### config.mk
export PLATFORM = sky130hd
export DESIGN_NAME = button_debounce_press_classifier_unit_flat
export DESIGN_NICKNAME = d
export VERILOG_FILES = /design/src/design/bdpc_pkg.sv /design/src/design/bdpc_in_if.sv /design/src/design/bdpc_out_if.sv /design/src/design/bdpc_cfg_if.sv /design/src/design/button_debounce_press_classifier_unit.sv /design/src/design/bdpc_cfg_regs.sv /design/src/design/bdpc_core.sv /design/src/flat_wrapper.sv
export SDC_FILE = /design/constraint.sdc
export NUM_CORES = 1
export LEC_CHECK = 0
export ABC_AREA = 0
export BUFFER_PORTS_ARGS = -buffer_cell sky130_fd_sc_hd__buf_2
export CORE_ASPECT_RATIO = 1.1
export CORE_MARGIN = 2
export CORE_UTILIZATION = 35
export DETAILED_ROUTE_END_ITERATION = 6
export RECOVER_POWER = 50
export SYNTH_ARGS = -nofsm -noshare
export SYNTH_HDL_FRONTEND = slang
export SYNTH_SLANG_ARGS = --single-unit
export TNS_END_PERCENT = 50
### constraint.sdc
create_clock -name clk -period 7.25 [get_ports clk]
set_input_delay 0.725 -clock clk [delete_from_list [all_inputs] [get_ports clk]]
set_output_delay 0.725 -clock clk [all_outputs]
set_load 0.02 [all_outputs]
### src/design/bdpc_pkg.sv
// ----------------------------------------------------------------------------
// bdpc_pkg: shared definitions for the button debounce and press classifier
// Holds register indexes, field widths, reset values and the config struct.
// ----------------------------------------------------------------------------
package bdpc_pkg;

  // Width of the two threshold registers.
  localparam int THRESH_W = 16;
  // Width of the register index on the configuration channel.
  localparam int CFG_INDEX_W = 8;

  // Default width of the settle and hold counters.
  localparam int COUNT_WIDTH_DEFAULT = 16;

  // Register indexes.
  localparam logic [CFG_INDEX_W-1:0] REG_DEBOUNCE_TICKS   = CFG_INDEX_W'(0);
  localparam logic [CFG_INDEX_W-1:0] REG_LONG_PRESS_TICKS = CFG_INDEX_W'(1);

  // Reset values of the registers.
  localparam logic [THRESH_W-1:0] DEBOUNCE_TICKS_RESET   = THRESH_W'(30);
  localparam logic [THRESH_W-1:0] LONG_PRESS_TICKS_RESET = THRESH_W'(3000);

  // Both thresholds, handed from the register file to the classifier.
  typedef struct packed {
    logic [THRESH_W-1:0] debounce_ticks;
    logic [THRESH_W-1:0] long_press_ticks;
  } bdpc_cfg_t;

endpackage

### src/design/bdpc_in_if.sv
// ----------------------------------------------------------------------------
// bdpc_in_if: button sample channel
// Carries one sampled, active-low button level per item.
// ----------------------------------------------------------------------------
interface bdpc_in_if;
  logic valid;
  logic ready;
  logic level;

  modport source (output valid, output level, input ready);
  modport sink (input valid, input level, output ready);
endinterface

### src/design/bdpc_out_if.sv
// ----------------------------------------------------------------------------
// bdpc_out_if: classifier result channel
// Carries the debounced pressed state and the short and long press pulses.
// ----------------------------------------------------------------------------
interface bdpc_out_if;
  logic valid;
  logic ready;
  logic is_pressed;
  logic short_press;
  logic long_press;

  modport source (output valid, output is_pressed, output short_press,
                  output long_press, input ready);
  modport sink (input valid, input is_pressed, input short_press,
                input long_press, output ready);
endinterface

### src/design/bdpc_cfg_if.sv
// ----------------------------------------------------------------------------
// bdpc_cfg_if: configuration write channel
// Carries a register index and the data to be written there.
// ----------------------------------------------------------------------------
interface bdpc_cfg_if import bdpc_pkg::*; ();
  logic                   valid;
  logic                   ready;
  logic [CFG_INDEX_W-1:0] index;
  logic [THRESH_W-1:0]    data;

  modport source (output valid, output index, output data, input ready);
  modport sink (input valid, input index, input data, output ready);
endinterface

### src/design/button_debounce_press_classifier_unit.sv
// ----------------------------------------------------------------------------
// button_debounce_press_classifier_unit: debounced button with short/long press
// Top level: sample input register, threshold registers and the classifier.
// ----------------------------------------------------------------------------
// Each item on the button channel is one tick carrying the active-low pin
// level, and each tick yields exactly one result item with the debounced
// pressed state and two one-tick pulses, short_press and long_press. A new
// level must repeat for debounce_ticks ticks before it is taken as stable; a
// stable press that is released before long_press_ticks reports a short press,
// and a hold that reaches long_press_ticks reports a long press once. Both
// thresholds come out of reset at 30 and 3000 ticks and are written through
// the cfg channel (index 0 and 1, other indexes are ignored); the user must
// write them only while the block is idle, which the block does not enforce.
// The block takes one item every clock cycle while the result channel keeps
// taking items: the item is captured in an input register and the whole
// state update is combinational logic into the result register. A stalled
// result holds both stages; while it waits, the input register takes a
// next item only if empty. The settle and hold counters are COUNT_WIDTH
// bits wide and saturate; a threshold above their range is never reached.
// ----------------------------------------------------------------------------
module button_debounce_press_classifier_unit import bdpc_pkg::*; #(
  parameter int COUNT_WIDTH = COUNT_WIDTH_DEFAULT
) (
  input  logic       clk,
  input  logic       rst,
  bdpc_in_if.sink    button,
  bdpc_out_if.source result,
  bdpc_cfg_if.sink   cfg
);

  bdpc_cfg_t cfg_regs;

  // Input register stage.
  logic stage_valid;
  logic stage_level;
  logic take;

  // The input register frees up whenever the classifier consumes it.
  assign button.ready = !stage_valid || take;

  always_ff @(posedge clk) begin
    if (rst) begin
      stage_valid <= 1'b0;
    end else if (button.ready) begin
      stage_valid <= button.valid;
    end
  end

  always_ff @(posedge clk) begin
    if (button.valid && button.ready) begin
      stage_level <= button.level;
    end
  end

  bdpc_cfg_regs u_cfg_regs (
    .clk  (clk),
    .rst  (rst),
    .cfg  (cfg),
    .regs (cfg_regs)
  );

  bdpc_core #(
    .COUNT_WIDTH (COUNT_WIDTH)
  ) u_core (
    .clk        (clk),
    .rst        (rst),
    .cfg_regs   (cfg_regs),
    .item_valid (stage_valid),
    .item_level (stage_level),
    .take       (take),
    .result     (result)
  );

endmodule

### src/design/bdpc_cfg_regs.sv
// ----------------------------------------------------------------------------
// bdpc_cfg_regs: threshold register file
// Takes writes from the configuration channel; unknown indexes are dropped.
// ----------------------------------------------------------------------------
module bdpc_cfg_regs import bdpc_pkg::*; (
  input  logic       clk,
  input  logic       rst,
  bdpc_cfg_if.sink   cfg,
  output bdpc_cfg_t  regs
);

  logic [THRESH_W-1:0] debounce_ticks;
  logic [THRESH_W-1:0] long_press_ticks;

  // Writes complete in the cycle they are offered.
  assign cfg.ready = 1'b1;

  always_ff @(posedge clk) begin
    if (rst) begin
      debounce_ticks   <= DEBOUNCE_TICKS_RESET;
      long_press_ticks <= LONG_PRESS_TICKS_RESET;
    end else if (cfg.valid && cfg.ready) begin
      if (cfg.index == REG_DEBOUNCE_TICKS) begin
        debounce_ticks <= cfg.data;
      end
      if (cfg.index == REG_LONG_PRESS_TICKS) begin
        long_press_ticks <= cfg.data;
      end
    end
  end

  assign regs.debounce_ticks   = debounce_ticks;
  assign regs.long_press_ticks = long_press_ticks;

endmodule

### src/design/bdpc_core.sv
// ----------------------------------------------------------------------------
// bdpc_core: debounce and press classification with result register
// Updates the debounce and press state once per item and registers the result.
// ----------------------------------------------------------------------------
module bdpc_core import bdpc_pkg::*; #(
  parameter int COUNT_WIDTH = COUNT_WIDTH_DEFAULT
) (
  input  logic       clk,
  input  logic       rst,
  input  bdpc_cfg_t  cfg_regs,
  input  logic       item_valid,
  input  logic       item_level,
  output logic       take,
  bdpc_out_if.source result
);

  // Compare width covers both the counters and the thresholds, so a threshold
  // above the saturated counter value is simply never reached.
  localparam int CMP_W = (COUNT_WIDTH > THRESH_W) ? COUNT_WIDTH : THRESH_W;

  logic                   previous_level, previous_level_next;
  logic                   settled_level, settled_level_next;
  logic                   held, held_next;
  logic                   long_done, long_done_next;
  logic [COUNT_WIDTH-1:0] settle_count, settle_count_next;
  logic [COUNT_WIDTH-1:0] hold_count, hold_count_next;

  logic                   res_valid;
  logic                   res_pressed;
  logic                   res_short;
  logic                   res_long;

  logic                   short_pulse, long_pulse;
  logic [COUNT_WIDTH-1:0] settle_inc, hold_inc;
  logic                   step;

  assign take = !res_valid || result.ready;
  assign step = take && item_valid;

  // Saturating increments.
  assign settle_inc = (&settle_count) ? settle_count : settle_count + COUNT_WIDTH'(1);
  assign hold_inc   = held ? ((&hold_count) ? hold_count : hold_count + COUNT_WIDTH'(1))
                           : hold_count;

  always_comb begin
    previous_level_next = previous_level;
    settled_level_next  = settled_level;
    held_next           = held;
    long_done_next      = long_done;
    settle_count_next   = settle_count;
    hold_count_next     = hold_inc;
    short_pulse         = 1'b0;
    long_pulse          = 1'b0;

    if (item_level != previous_level) begin
      // A change records the new level and restarts the settle counter.
      previous_level_next = item_level;
      settle_count_next   = '0;
    end else begin
      settle_count_next = settle_inc;
      if ((CMP_W'(settle_inc) >= CMP_W'(cfg_regs.debounce_ticks)) &&
          (settled_level != item_level)) begin
        settled_level_next = item_level;
        if (!item_level) begin
          held_next       = 1'b1;
          hold_count_next = '0;
          long_done_next  = 1'b0;
        end else if (held) begin
          held_next = 1'b0;
          if (!long_done) begin
            if (CMP_W'(hold_inc) >= CMP_W'(cfg_regs.long_press_ticks)) begin
              long_pulse = 1'b1;
            end else begin
              short_pulse = 1'b1;
            end
          end
        end
      end
      if (held_next && !long_done_next &&
          (CMP_W'(hold_count_next) >= CMP_W'(cfg_regs.long_press_ticks))) begin
        long_pulse     = 1'b1;
        long_done_next = 1'b1;
      end
    end
  end

  always_ff @(posedge clk) begin
    if (rst) begin
      previous_level <= 1'b1;
      settled_level  <= 1'b1;
      held           <= 1'b0;
      long_done      <= 1'b0;
      settle_count   <= '0;
      hold_count     <= '0;
    end else if (step) begin
      previous_level <= previous_level_next;
      settled_level  <= settled_level_next;
      held           <= held_next;
      long_done      <= long_done_next;
      settle_count   <= settle_count_next;
      hold_count     <= hold_count_next;
    end
  end

  always_ff @(posedge clk) begin
    if (rst) begin
      res_valid <= 1'b0;
    end else if (take) begin
      res_valid <= item_valid;
    end
  end

  always_ff @(posedge clk) begin
    if (step) begin
      res_pressed <= held_next;
      res_short   <= short_pulse;
      res_long    <= long_pulse;
    end
  end

  assign result.valid       = res_valid;
  assign result.is_pressed  = res_pressed;
  assign result.short_press = res_short;
  assign result.long_press  = res_long;

  // A press is held exactly while the settled level is low.
  a_held_tracks_level: assert property (@(posedge clk) disable iff (rst)
    held == !settled_level)
    else $error("held flag disagrees with settled level");

  // A short press is only reported on release.
  a_short_on_release: assert property (@(posedge clk) disable iff (rst)
    res_valid && res_short |-> !res_pressed)
    else $error("short press reported while still pressed");

  // Short and long pulses never appear in the same result.
  a_pulses_exclusive: assert property (@(posedge clk) disable iff (rst)
    res_valid |-> !(res_short && res_long))
    else $error("short and long press in one result");

  // A long press during a hold marks the hold as already reported.
  a_long_marks_done: assert property (@(posedge clk) disable iff (rst)
    res_valid && res_long && res_pressed |-> long_done)
    else $error("long press fired without setting the done flag");

endmodule
### src/flat_wrapper.sv
// flat-port wrapper written by rule: the top's interface ports become plain ports
module button_debounce_press_classifier_unit_flat import bdpc_pkg::*;
#(
  parameter int COUNT_WIDTH = COUNT_WIDTH_DEFAULT
)
  (clk, rst, button_valid, button_level, button_ready, result_valid, result_is_pressed, result_short_press, result_long_press, result_ready, cfg_valid, cfg_index, cfg_data, cfg_ready);
  bdpc_in_if button_i ();
  bdpc_out_if result_i ();
  bdpc_cfg_if cfg_i ();
  input  logic clk;
  input  logic rst;
  input wire logic [$bits(button_i.valid)-1:0] button_valid;
  input wire logic [$bits(button_i.level)-1:0] button_level;
  output wire logic [$bits(button_i.ready)-1:0] button_ready;
  output wire logic [$bits(result_i.valid)-1:0] result_valid;
  output wire logic [$bits(result_i.is_pressed)-1:0] result_is_pressed;
  output wire logic [$bits(result_i.short_press)-1:0] result_short_press;
  output wire logic [$bits(result_i.long_press)-1:0] result_long_press;
  input wire logic [$bits(result_i.ready)-1:0] result_ready;
  input wire logic [$bits(cfg_i.valid)-1:0] cfg_valid;
  input wire logic [$bits(cfg_i.index)-1:0] cfg_index;
  input wire logic [$bits(cfg_i.data)-1:0] cfg_data;
  output wire logic [$bits(cfg_i.ready)-1:0] cfg_ready;
  assign button_i.valid = button_valid;
  assign button_i.level = button_level;
  assign button_ready = button_i.ready;
  assign result_valid = result_i.valid;
  assign result_is_pressed = result_i.is_pressed;
  assign result_short_press = result_i.short_press;
  assign result_long_press = result_i.long_press;
  assign result_i.ready = result_ready;
  assign cfg_i.valid = cfg_valid;
  assign cfg_i.index = cfg_index;
  assign cfg_i.data = cfg_data;
  assign cfg_ready = cfg_i.ready;
  button_debounce_press_classifier_unit #(.COUNT_WIDTH(COUNT_WIDTH)) u_core (.clk(clk), .rst(rst), .button(button_i), .result(result_i), .cfg(cfg_i));
endmodule
==> results of run 1 <==
[sequential cells by signal (all words and copies together) (netlist names)]
| signal | cells |
|---|---|
| u_core.u_cfg_regs.debounce_ticks | 16 |
| u_core.u_cfg_regs.long_press_ticks | 16 |
| u_core.u_core.hold_count | 16 |
| u_core.u_core.settle_count | 16 |
| u_core.stage_level | 1 |
| u_core.stage_valid | 1 |
| u_core.u_core.held | 1 |
| u_core.u_core.long_done | 1 |
| u_core.u_core.previous_level | 1 |
| u_core.u_core.result.is_pressed | 1 |
| u_core.u_core.result.long_press | 1 |
| u_core.u_core.result.short_press | 1 |
| u_core.u_core.result.valid | 1 |
| u_core.u_core.settled_level | 1 |
[report_power, final]
part / internal (µW) / switching (µW)
clock: 249 / 177
sequential: 415 / 6.22
combinational: 22.0 / 41.5
[cells in the final DEF (no fill, tap or decap), types with 3 or more instances in the layout]
cell type and count:
dfxtp_1 70, nor2_1 65, ha_1 50, inv_1 47
nand2_1 44, a21oi_1 38, mux2i_1 30, buf_2 28
o21ai_0 25, nand3_1 24, xor2_1 12, o31ai_1 12
nand4_1 11, o211ai_1 10, nor4_1 9, clkbuf_16 9
clkbuf_1 9, a21o_1 8, xnor2_1 8, nand2b_1 7
nor3_1 7, nor2b_1 7, o21a_1 6, mux2_2 6
a211oi_1 5, and2_1 5, a31oi_1 4, edfxtp_1 4
and4_1 3, and3_1 3, or3_1 3, a22o_1 3
clkinv_2 3
[cells in the mapped netlist, drive strengths merged (5+ instances only)]
cell type and number:
mux2i 30, xnor2 8, a21oi 38, nand4 11, nor3 8, nor2 67, o21ai 26, buf 10
o21a 6, o31ai 12, xor2 12, nand2b 7, nand2 44, ha 50, clkbuf 13, inv 47
dfxtp 70, a211oi 5, a21o 8, nor4 9, nand3 25, o211ai 10, mux2 6, and2 6
nor2b 7
[per-stage QoR]
step	worst slack [ns]	power, µW	instances	hold slack [ns]	instance area, µm²
detailed placement	1.38	494	785	0.467	5160
floorplan	2.45	469	585	0.445	4850
global placement	1.55	493	785	0.457	5160
CTS	1.37	918	801	0.482	5430
finish	1.35	911	801	0.479	5420
global route	0.856	945	801	0.509	5420
[cell type report]
| type | count | area, µm² | area share, % |
|---|---|---|---|
| well taps | 188 | 235 | 4.34 |
| flip-flops and latches | 74 | 1520 | 28.1 |
| multi-input cells | 441 | 3040 | 56.2 |
| repair buffers | 35 | 166 | 3.07 |
| inverters | 47 | 176 | 3.26 |
| clock buffers | 13 | 260 | 4.80 |
| clock inverters | 3 | 15.0 | 0.277 |
[logic make-up (layout without fill, tap and decap cells)]
| family | Yosys count | count (layout) | share of synthesized area, % |
|---|---|---|---|
| flip-flops | 74 | 74 | 31.4 |
| buffers and inverters | 70 | 98 | 5.78 |
| adder cells (fa/ha/maj) | 50 | 50 | 12.9 |
| AND/OR/NAND/NOR | 203 | 203 | 20.6 |
| other | 1 | 1 | 0.0774 |
| AO/OA/AOI/OAI | 131 | 131 | 18.0 |
| XOR/XNOR | 20 | 20 | 3.61 |
| multiplexers | 36 | 36 | 7.59 |
[how the worst min path moves through the flow]
| stage | to | slack, ns | cells after the start |
|---|---|---|---|
| floorplan | u_core.u_cfg_regs.long_press_ticks[11]$_SDFFE_PP1P_ | 0.44 | 2 |
| global placement | u_core.u_cfg_regs.long_press_ticks[11]$_SDFFE_PP1P_ | 0.46 | 2 |
| detailed placement | u_core.u_cfg_regs.long_press_ticks[5]$_SDFFE_PP1P_ | 0.47 | 2 |
| CTS | u_core.u_cfg_regs.long_press_ticks[5]$_SDFFE_PP1P_ | 0.48 | 2 |
| global route | u_core.u_cfg_regs.long_press_ticks[9]$_SDFFE_PP1P_ | 0.51 | 2 |
| finish | u_core.u_cfg_regs.long_press_ticks[5]$_SDFFE_PP1P_ | 0.48 | 2 |
[worst reg2reg max path, stage by stage, from the launching register on]
cell and delay, ns:
dfxtp_1 0.46, and4_4 0.31, nand3_4 0.11, or4_1 0.70
xnor2_1 0.23, ha_1 0.25, nand2b_1 0.15, a2111oi_2 0.35
o21ai_1 0.19, a2111oi_4 0.90, nor2_2 0.32, or2_2 0.38
ha_1 0.27, nor2_1 0.10, a21oi_1 0.07, nor4_1 0.22
o21ai_0 0.13, a211oi_1 0.38, o32ai_1 0.12
[per-layer routing]
metal / wire, µm / global-route usage, % / up-vias
met5: 0 / 0 / -
met4: 270 / 7.28 / 0
met3: 489 / 3.98 / 19
met2: 6380 / 31.6 / 75
met1: 5390 / 20.8 / 2005
li1: - / - / 2147
==> run metrics, run 1 <==
wire per inst=15.7 µm; delay-heaviest family, CP=simple AND/OR/NAND/NOR gates; min Tclk post-route=between 5 and 6 ns; largest net degree at the start of global routing=46; Via density=5.30; Longest Clk Path Bufs=2; Inserted Diodes=0; fmax=~170 MHz; pwr/cell area=around 170 nW/µm²; post-synthesis cell area=around 4800 µm²; CP arrival=between 5 and 6 ns; Final Wtd Congestion=~0.9; skew final=0.0142 ns; largest area contributor in the netlist=dfxtp_1; 1st-iter DRT viols=between 200 and 250; Worst R2R End=u_core.u_core.result.long_press$_SDFFCE_PN0P_; outcome=finished, violations left; first-pass iteration count of the detailed router=5; Worst R2R Path Depth=18; Clock Tree Root=clkbuf_16; Max Cap Violations=2; aggregate negative setup slack=0 ns; hold violation count in the final report=0; first-pass GRT wire length=just over 20,000 µm; share of cells above drive strength 1=approximately a tenth; Critical Path RT=7.34 ns; TritonCTS clock tree=built; post-synth net total=approximately 670; Top FF cell, synth=dfxtp_1; R2R Setup Slk=1.35 ns; fin nets=between 600 and 700; Setup crit start kind=flop; Setup Viol. Count Final=0; Port Buffer Count=34; total track usage=17.9%; Crit Path Max Fanout=16; Yosys warnings=0; min-delay src=u_core.u_cfg_regs.long_press_ticks[5]$_SDFFE_PP1P_; gr ovfl total=0; Async S/R FF share, synth=0%; htree depth=3; Final Max Slew Viols=67; vias=roughly 4,200; DRT Wirelength=12,500 µm; Syn Inst Count=roughly 590; crit share post-route=between 80 and 90%; Initial Utilization=35.4%; Detail Placement HPWL=about 9500 µm; relative slew slack=-49.8%; I/O pin count=36; vias in the first global route=approximately 4,100; slew of the pin with the lowest slew margin=around 2.2 ns; DRC Markers=0; post-synth top area share=~29%; CP Capture Point=u_core.u_core.result.long_press$_SDFFCE_PN0P_; worst-path cell chain=and4_4 > nand3_4 > or4_1 > xnor2_1 > ha_1 > nand2b_1 > a2111oi_2 > o21ai_1 > a2111oi_4 > nor2_2 > or2_2 > ha_1 > nor2_1 > a21oi_1 > nor4_1 > o21ai_0 > a211oi_1 > o32ai_1; sequential-to-total area share from yosys stat=31.4%; # fillers=1,412; EDFF count, synth=4; Layout area overhead=11.8%; Core Area=between 10,000 and 15,000 µm²; post-CTS setup buffer count=0; ANT nets after route=0; crit path kind=flop to flop; Final Util=39.6%; Yosys reg bits=between 70 and 80; die width=116 µm; Synth Area per Inst=between 8 and 9 µm²; Die Y=roughly 130 µm; worst path bufs/invs=0; Critical Path Max Stage Delay=0.90 ns; Die ar.=approximately 15,000 µm²; R2R Path Start=u_core.u_core.settle_count[4]$_SDFFE_PP0P_; peak supply drop=between 0.09 and 0.1 mV; post-cts resize count=0; Worst Hold Class=flop to flop; Area contributors post-synth=dfxtp_1 (29%), ha_1 (13%), mux2i_1 (6.2%); Critical Path Most Common Cell=ha_1; instance count on the critical path=18; Leak=approximately 0.0025 µW; hold_buf cts=0; # rows=between 40 and 50; Clk pin slew, worst setup/hold paths=~0.070 ns; clock tree sinks=74; Synth cell types=59; initial antenna violation count=0; CP Capture Type=flop; clk_lat worst skew=0.35 ns; worst setup path start=u_core.u_core.settle_count[4]$_SDFFE_PP0P_; Worst path slowest cell=a2111oi_4; RSZ-0062 raised after global routing=false; failing checks=capacitance limit, slew limit; Num CTS Buffers=9
Note: power is estimated with default switching activity, not from simulation.
==> run 2, diff against run 1 <==
==> constraint.sdc (replaced) <==
create_clock -name clk -period 4.97 [get_ports clk]
set_input_delay 0.497 -clock clk [delete_from_list [all_inputs] [get_ports clk]]
set_output_delay 0.497 -clock clk [all_outputs]
set_load 0.02 [all_outputs]
==> run 2 against run 1 <==
Effect of this change: the flow still finishes with violations (capacitance limit, slew limit); die area stayed put; clock skew is 0.0071 ns lower; via count is 0.61% higher; core utilization increased by 1.7 points; setup slack got worse by 1.1 ns; clock power up 63%; design area is 4.2% higher; sequential share of layout area decreased by 1.1 points; critical endpoint unchanged; critical path depth grew 2; cell count rose by 2.1%; sequential power up 45%.
==> run metrics, run 2 (same netlist as run 1, synthesis figures left out) <==
hold depth=1 (-1); pwr/cell area=249 nW/µm² (+48%); Die Y=127 µm (unchanged); Port Buffer Count=34 (unchanged); skew final=0.00715 ns (-0.00709 ns); Max Cap Violations=2 (unchanged); Detail Placement HPWL=9630 µm (+1.9%); Clk pin slew, worst setup/hold paths=0.06 ns (about the same); Worst R2R Path Depth=20 (+2); htree depth=3 (unchanged); Final Non-Filler Cells=818 (+2.1%); Die ar.=14,800 µm² (unchanged); crit share post-route=94.3% (+13 points); Inserted Diodes=0 (unchanged); hold violation count in the final report=0 (unchanged); relative slew slack=-42.3% (+7.5 points); setup ws final=0.283 ns (-1.07 ns); peak supply drop=0.160 mV (+62%); Worst Hold Class=primary input to flop; wire per inst=15.4 µm (-1.6%); dpl cell area=5290 µm² (+2.5%); Longest Clk Path Bufs=2 (unchanged); Tot Pwr=1410 µW (+54%); Initial Utilization=35.4% (unchanged); 1st-iter DRT viols=223 (-7.1%); clk_lat worst skew=0.34 ns (about the same); Num CTS Buffers=9 (unchanged); DRC Markers=0 (unchanged); post-place setup slack=0.0263 ns (-1.36 ns); outcome=finished, violations left; commonest non-fill, non-tap cells in the layout=dfxtp_1 (70), nor2_1 (65), ha_1 (50); worst setup path start=u_core.u_core.settle_count[6]$_SDFFE_PP0P_; Critical Path Max Stage Delay=0.57 ns (-0.33 ns); initial antenna violation count=0 (unchanged); Setup crit start kind=flop; I/O pin count=36 (unchanged); R2R Path Start=u_core.u_core.settle_count[6]$_SDFFE_PP0P_; post-CTS setup buffer count=0 (unchanged); Via density=5.22 (-1.5%); slew of the pin with the lowest slew margin=2.13 ns (-0.112 ns); total track usage=17.5% (-0.37 points); fin nets=705 (+2.5%); fmax=213 MHz (+26%); die width=116 µm (unchanged); worst-path cell chain=and4_4 > nand3_4 > or4_4 > buf_4 > nand3_1 > o21a_1 > ha_1 > nand2_1 > o21ai_0 > and2_1 > a2111oi_4 > nor2_4 > buf_4 > nor2_1 > ha_1 > a22o_1 > nor4_2 > o21ai_1 > a211oi_2 > o32ai_1; Core Area=13,700 µm² (unchanged); CP arrival=4.76 ns (-1.22 ns); clock tree sinks=74 (unchanged); CP Capture Point=u_core.u_core.result.long_press$_SDFFCE_PN0P_; CP Capture Type=flop; Crit Path Max Fanout=10 (-6); hold_buf cts=0 (unchanged); # rows=45 (unchanged); Leak=0.00257 µW (+4.6%); min Tclk post-route=4.69 ns (-1.21 ns); largest net degree at the start of global routing=45 (-2.2%); Clock Tree Root=clkbuf_16; first-pass GRT wire length=20,200 µm (-1.7%); commonest non-fill, non-tap cell in the layout=dfxtp_1; vias=4,272 (+0.61%); share of cells above drive strength 1=13.3% (+3.9 points); vias in the first global route=4,162 (+0.99%); ANT nets after route=0 (unchanged); crit path kind=flop to flop; Worst path slowest cell=or4_4; TritonCTS clock tree=built; Critical Path RT=5.04 ns (-2.30 ns); Layout area overhead=16.5%; gr ovfl total=0 (unchanged); Worst R2R End=u_core.u_core.result.long_press$_SDFFCE_PN0P_; placed cell count=802 (+2.2%); R2R Setup Slk=0.28 ns (-1.07 ns); first-pass iteration count of the detailed router=5 (unchanged); DRT Wirelength=12,600 µm (+0.53%); Final Max Slew Viols=66 (-1.5%); failing checks=capacitance limit, slew limit; Setup Viol. Count Final=0 (unchanged); final instance area=5650 µm² (+4.2%); Final Wtd Congestion=0.906 (+0.59%)
run 2: cell types whose count changed in the layout (fill, tap and decap cells not counted), moves of 2 or more:
cell | before | now
bufinv_16 | 0 | 2
nor4_2 | 0 | 2
buf_4 | 0 | 17
nor4_1 | 9 | 7
a211oi_2 | 0 | 2
a211oi_1 | 5 | 3
o21ai_0 | 25 | 23
clkbuf_8 | 2 | 0
run 2: worst min-delay path by stage:
stage / end / start / slack, ns
2_1_floorplan: u_core.u_cfg_regs.long_press_ticks[11]$_SDFFE_PP1P_ / u_core.u_cfg_regs.long_press_ticks[11]$_SDFFE_PP1P_ / 0.44
3_3_place_gp: u_core.u_cfg_regs.long_press_ticks[4]$_SDFFE_PP1P_ / u_core.u_cfg_regs.long_press_ticks[4]$_SDFFE_PP1P_ / 0.46
3_5_place_dp: u_core.u_cfg_regs.long_press_ticks[8]$_SDFFE_PP1P_ / u_core.u_cfg_regs.long_press_ticks[8]$_SDFFE_PP1P_ / 0.47
4_1_cts: u_core.stage_level$_DFFE_PP_ / button_level / 0.32
5_1_grt: u_core.stage_level$_DFFE_PP_ / button_level / 0.32
6_report: u_core.stage_level$_DFFE_PP_ / button_level / 0.33
run 2: layer usage:
metal  global-route usage (%)  wire [µm]  vias to the layer above
met4                     6.79        297                        0
met2                     31.0       6430                       77
met3                     4.03        458                       20
met1                     20.3       5420                     1999
li1                         -          -                     2176
met5                        0          0                        -
run 2: cell type report:
class / instances / area (µm²)
Multi-Input combinational cell: 441 / 3110
Fill cell: 1389 / 8040
Inverter: 47 / 176
Clock buffer: 10 / 229
Timing Repair Buffer: 52 / 294
Clock inverter: 6 / 82.6
Tap cell: 188 / 235
Sequential cell: 74 / 1520
run 2: report_power, final:
group / internal [µW] / switching (µW) / total (µW)
sequential: 606 / 8.67 / 614
combinational: 34.0 / 62.2 / 96.2
clock: 437 / 259 / 695
run 2: timing repair:
| action | in CTS | in global routing |
|---|---|---|
| gates cloned | 0 | 0 |
| setup endpoints to repair | 1 | 2 |
| resized for setup | 1 | 12 |
| pin swaps | 0 | 4 |
run 2: through the flow:
| step | hold slack, ns | utilization, % | setup TNS (ns) |
|---|---|---|---|
| finish | 0.333 | 41.3 | 0 |
| CTS | 0.324 | 40.9 | 0 |
| detailed placement | 0.467 | 38.6 | 0 |
| floorplan | 0.445 | - | 0 |
| global route | 0.322 | 41.3 | -0.0349 |
| global placement | 0.460 | 38.6 | 0 |
run 2: critical path: cells and delay by family, from the launching register on:
kind	cells	cell delay, ns
AO/OA/AOI/OAI	7	1.43
adder cells (fa/ha/maj)	2	0.49
flip-flops	1	0.32
AND/OR/NAND/NOR	9	1.81
buffers and inverters	2	0.36
